===== config.mk =====
export PLATFORM = sky130hd
export DESIGN_NAME = plhe_horner_cell
export DESIGN_NICKNAME = d
export VERILOG_FILES = /design/src/hdl/assert_macros.svh /design/src/hdl/plhe_pkg.sv /design/src/hdl/plhe_horner_cell.sv
export SDC_FILE = /design/constraint.sdc
export NUM_CORES = 2
export LEC_CHECK = 0
export ABC_CLOCK_PERIOD_IN_PS = 20900
export BUFFER_PORTS_ARGS = -buffer_cell sky130_fd_sc_hd__buf_4
export CORE_MARGIN = 4
export CORE_UTILIZATION = 30
export CTS_CLUSTER_SIZE = 25
export DETAILED_ROUTE_END_ITERATION = 10
export HOLD_SLACK_MARGIN = 0.02
export PLACE_DENSITY = 0.49
export SYNTH_ARGS = -nofsm -noshare
export SYNTH_HDL_FRONTEND = slang
export SYNTH_SLANG_ARGS = --single-unit

===== constraint.sdc =====
create_clock -name clk -period 20.9 [get_ports clk]
set_input_delay 2.09 -clock clk [delete_from_list [all_inputs] [get_ports clk]]
set_output_delay 2.09 -clock clk [all_outputs]
set_load 0.05 [all_outputs]

===== src/hdl/assert_macros.svh =====
// Assertion helpers for the lateral and heading error block.
`ifndef ASSERT_MACROS_SVH
`define ASSERT_MACROS_SVH

// Check that the consequent holds in the same cycle as the antecedent.
`define PLHE_ASSERT_IMP(lbl, clk, rst_n, ante, cons, msg) \
	lbl: assert property (@(posedge clk) disable iff (!rst_n) (ante) |-> (cons)) \
		else $error(msg);

// Check that the consequent holds in the cycle after the antecedent.
`define PLHE_ASSERT_NXT(lbl, clk, rst_n, ante, cons, msg) \
	lbl: assert property (@(posedge clk) disable iff (!rst_n) (ante) |=> (cons)) \
		else $error(msg);

`endif


===== src/hdl/plhe_pkg.sv =====
package plhe_pkg;

	// Odd Taylor terms of sin(pi*z/2), Q30
	localparam logic [30:0] SIN_C1 = 31'd1686629713;
	localparam logic [30:0] SIN_C3 = 31'd693598668;
	localparam logic [30:0] SIN_C5 = 31'd85569306;
	localparam logic [30:0] SIN_C7 = 31'd5026995;
	localparam logic [30:0] SIN_C9 = 31'd172272;

	// Horner steps after the leading term, innermost first
	localparam int NCELL = 4;
	localparam logic [NCELL-1:0][30:0] HORNER_COEF = {SIN_C1, SIN_C3, SIN_C5, SIN_C7};

	localparam int HEAD_SCALE = 46080;      // 1/128 degree per half turn * 2
	localparam int HEAD_LIM   = 23040;
	localparam int Q15_HALF   = 16384;
	localparam logic [31:0] LAT_MAX = 32'h7FFF_FFFF;
	localparam logic [31:0] LAT_MIN = 32'h8000_0000;

	typedef struct packed {
		logic signed [32:0] dx;
		logic signed [32:0] dy;
		logic signed [15:0] hc;
	} side_t;

	typedef struct packed {
		logic [30:0] z;
		logic [30:0] z2;
		logic [30:0] t;
		logic        neg;
	} lane_t;

	typedef struct packed {
		lane_t sn;
		lane_t cs;
		side_t side;
	} poly_t;

	// Q30 product, truncated
	function automatic logic [30:0] mul_q30(input logic [30:0] a, input logic [30:0] b);
		logic [61:0] p;
		p = 62'(a) * 62'(b);
		return p[60:30];
	endfunction

	// Round a Q30 magnitude to Q15, cap and apply the sign
	function automatic logic signed [15:0] q15_of(input logic [30:0] s, input logic neg);
		logic [31:0] r;
		logic [16:0] m;
		logic [15:0] c;
		r = 32'(s) + 32'(Q15_HALF);
		m = r[31:15];
		c = (m > 17'd32767) ? 16'd32767 : m[15:0];
		return neg ? -$signed(c) : $signed(c);
	endfunction

endpackage


===== src/hdl/plhe_horner_cell.sv =====
module plhe_horner_cell import plhe_pkg::*; #(
	parameter logic [30:0] COEF = 31'd0
) (
	input  logic  clk,
	input  logic  arst_n,
	input  logic  up_valid,
	input  poly_t up_data,
	output logic  up_ready,
	output logic  dn_valid,
	output poly_t dn_data,
	input  logic  dn_ready
);

	logic  adv;
	logic  vld_q;
	poly_t hz_s1;
	poly_t nx;

	assign adv      = !vld_q || dn_ready;
	assign up_ready = adv;
	assign dn_valid = vld_q;
	assign dn_data  = hz_s1;

	// One Horner step on both lanes: t <- C - z2*t
	always_comb begin
		nx      = up_data;
		nx.sn.t = COEF - mul_q30(up_data.sn.z2, up_data.sn.t);
		nx.cs.t = COEF - mul_q30(up_data.cs.z2, up_data.cs.t);
	end

	always_ff @(posedge clk or negedge arst_n) begin
		if (!arst_n) begin
			vld_q <= 1'b0;
		end else if (adv) begin
			vld_q <= up_valid;
		end
	end

	always_ff @(posedge clk) begin
		if (adv) begin
			hz_s1 <= nx;
		end
	end

endmodule


==> impl_summary.md <==
Run status
The flow ran to the end, and the final reports show no timing, DRC or antenna violations.

Synthesis
The gate count after technology mapping is 7377. Synthesis produced a netlist with a net count of 9815. The synthesized flop and latch total is 271. Dividing the synthesized area by the synthesized cell count gives 9.64 um^2.

The number of distinct standard cells referenced by the synthesized netlist is 88. The fraction of synthesis flops using an asynchronous set or reset pin is 0.00369. During synthesis, Yosys emitted a total of 0 warnings. The predominant post-synthesis flop cell is sky130_fd_sc_hd__edfxtp_1. Counting flops with a built-in enable in the synthesized netlist gives 270. The synthesized netlist occupies a cell area of 71100 um^2. The sequential element share of the synthesized area is 0.114.

Routing
The detailed-routing iteration count for the pre-antenna-repair pass is 6. The detail route stage leaves a number of antenna-violating nets equal to 0. The number of DRC markers after the initial detailed-route iteration is 2829.

In the routed layout, each cell is associated on average with a via count of 4.70. The detailed-route via count is 50442. After detailed routing, the number of remaining DRC violations is 0. The final layout contains routed wiring with a total length of 216000 um. The routed length per instance is 20.1 um.

Clock tree
In this run the number of H-tree levels came out at 2. TritonCTS created 39 clock buffers. The clock sink total is 271. The later pin in the worst-skew pair is clocked with a latency of 670 ps.

In this run the post-CTS setup repair buffer count came out at 0. The number of gates resized after CTS was 0. Clock-pin slew was measured on the worst setup and hold paths at 60 ps. The library cell used as clock root buffer is sky130_fd_sc_hd__clkbuf_16. Buffers inserted to repair hold after CTS numbered 0. No sink is reached through more buffers than the 3 on the longest clock path. The TritonCTS clock tree is built.

Floorplan
During I/O placement, the number of pins put on the boundary was 546. The initial utilization of the core area, before any placement, comes to 0.302. The area of the die is 245000 um^2.

The die height is 495 um. The number of cell rows is 178. After floorplanning, the core was sized to cover 236000 um^2. The overall die width is 495 um.

Timing
The worst setup margin is 9950 ps. The worst path needs 10950 ps of the cycle, external delays included. The number of pins exceeding their max-slew limit in the final report is 0. The setup-violating endpoint count in the final report is 0.

The maximum clock frequency is 91.3 MHz. Summed over all failing endpoints, the final setup total negative slack is 0 ps. Headroom to the max-slew limit came out at 0.369. Hold is met by 1220 ps.

The actual slew at the worst max-slew pin is 947 ps. Setup repair after global routing left no endpoint under its margin. The final number of hold-violating endpoints is 0. The setup skew after layout is 29.3 ps. Dividing the final minimum period by the clock period gives 0.524.

GRT
Across every metal layer, demand over resource in global routing totals 0.179. The overflow left after global routing is 0. Entering global routing, the biggest net connects 59 pins. The initial antenna violation count is 12.

The first global-routing pass estimated 338000 um of wire. The number of global-route vias before repair is 55880.

Worst setup path
The critical path arrival is 11340 ps. The endpoint identified for the worst register-to-register timing path is dn_data[147]. The critical path ends at dn_data[207].

The type of the setup path with the least slack is in2reg. The nature of the critical path endpoint is a register. In this run the register-to-register setup slack is 17030 ps.

The worst-case reg-to-reg path depth is 4. The cell that appears most often on the critical path is sky130_fd_sc_hd__fa_1. The delay of the slowest cell on the worst path is 720 ps.

The largest fanout of any net on the critical path is 32. The sort of element at the start of the critical path is an input pin. The launch point of the critical path is up_data[219]. The launch point of the worst reg-to-reg path is dn_valid. The endpoint required time on the critical path is 21290 ps. The slowest library cell on the worst path is sky130_fd_sc_hd__or4_2.

Final layout
The top cell types in the final layout, fill and taps aside, are 1670 x sky130_fd_sc_hd__fa_1, 1592 x sky130_fd_sc_hd__inv_1, 1099 x sky130_fd_sc_hd__nand2_1, 961 x sky130_fd_sc_hd__and2_1, 549 x sky130_fd_sc_hd__buf_4. The area growth from synthesis to layout is 11.1%. Leaving out fill and tap cells, the most frequent cell in the layout is sky130_fd_sc_hd__fa_1. Fill cells in the final layout number 24411. The proportion of layout cells with a drive suffix above 1 is 0.0844. In the final layout, flip-flops and latches occupy 8130 um^2. The core utilization of the finished layout is 0.335.

The final layout contains 9995 nets. The multi-input combinational cells in the finished layout cover a total of 55500 um^2.

Placement
The congestion estimate from routability-driven global placement came to 0.885. Detailed placement ended at an HPWL of 174000 um. Before CTS, the worst setup slack after placement is 9350 ps. Port buffering added 545 buffers.

Job
Max-cap violations in this run came to 0.

Worst hold path
The type of the most critical hold path is in2async.
through the flow:
| stage | cells | area [um^2] |
|---|---|---|
| finish | 10743 | 79000 |
| floorplan | 7377 | 71100 |
| global route | 10738 | 79000 |
| detailed placement | 10666 | 77600 |
| global placement | 10666 | 77600 |
| CTS | 10735 | 79000 |
worst max-delay path: cells and delay by family:
family | cells | cell delay (ps)
XOR/XNOR | 2 | 330
AND/OR/NAND/NOR | 7 | 2550
buffers and inverters | 5 | 570
AO/OA/AOI/OAI | 5 | 1230
adder cells (fa/ha/maj) | 10 | 4510
synthesized netlist by cell type, types with 11 or more instances:
cell type	n	area, um^2
sky130_fd_sc_hd__xor2_1	30	263
sky130_fd_sc_hd__fa_1	1670	33400
sky130_fd_sc_hd__and3_1	19	119
sky130_fd_sc_hd__nand4_1	52	325
sky130_fd_sc_hd__a21oi_1	148	741
sky130_fd_sc_hd__nand2b_1	15	93.8
sky130_fd_sc_hd__nor3_1	39	195
sky130_fd_sc_hd__nor2_1	90	338
sky130_fd_sc_hd__inv_1	1592	5980
sky130_fd_sc_hd__nor4_1	19	119
sky130_fd_sc_hd__nor2b_1	11	68.8
sky130_fd_sc_hd__a21o_1	26	195
sky130_fd_sc_hd__o21bai_1	25	188
sky130_fd_sc_hd__o21ai_1	11	55.1
sky130_fd_sc_hd__edfxtp_1	270	8110
sky130_fd_sc_hd__xnor2_1	85	744
sky130_fd_sc_hd__o21a_1	18	135
sky130_fd_sc_hd__nand2_1	1099	4130
sky130_fd_sc_hd__clkbuf_1	405	1520
sky130_fd_sc_hd__and2_1	961	6010
sky130_fd_sc_hd__o21ai_0	80	400
sky130_fd_sc_hd__nand3_1	33	165
sky130_fd_sc_hd__ha_1	494	6180
sky130_fd_sc_hd__o211ai_1	16	120
cells by family (layout without fill, tap and decap cells):
group / Yosys count / count (layout) / share of synthesized area
simple gates: 2401 / 2401 / 0.170
fa+ha+maj: 2164 / 2164 / 0.557
buf+inv: 2002 / 2210 / 0.106
compound gates: 411 / 411 / 0.0365
flops: 271 / 271 / 0.114
xor+xnor: 115 / 115 / 0.0142
mux: 13 / 13 / 0.00190
other cells: 0 / 8 / 0
worst min-delay path by stage:
stage	from	to	slack, ps
floorplan	arst_n	dn_valid	1790
global placement	dn_valid	dn_data[42]	1440
detailed placement	dn_valid	dn_data[76]	1460
CTS	arst_n	dn_valid	1110
global route	arst_n	dn_valid	1150
finish	arst_n	dn_valid	1220
flip-flops by register name (all words and copies together), names as in the netlist:
name,cells
dn_data,270
dn_valid,1
per-layer routing:
layer  global-route usage  wire length (um)  vias up  part of all wire
met5                    0                13        -          0.000060
met4               0.0457              5500        2             0.025
met3               0.0301             13500      185             0.062
met2                0.295            102000     1358              0.47
met1                0.246             94900    26666              0.44
li1                     -                 -    22231                 -
final cells by class:
type / instances / area share
Tap cell: 3150 / 0.0499
Timing Repair Buffer: 549 / 0.0522
Sequential cell: 271 / 0.103
Clock inverter: 24 / 0.00413
Antenna cell: 8 / 0.000253
Inverter: 1592 / 0.0757
Multi-Input combinational cell: 5104 / 0.702
Clock buffer: 45 / 0.0126
Power is not shown: default switching activity piles up to over one toggle a cycle in this logic, so the estimate is an artifact.
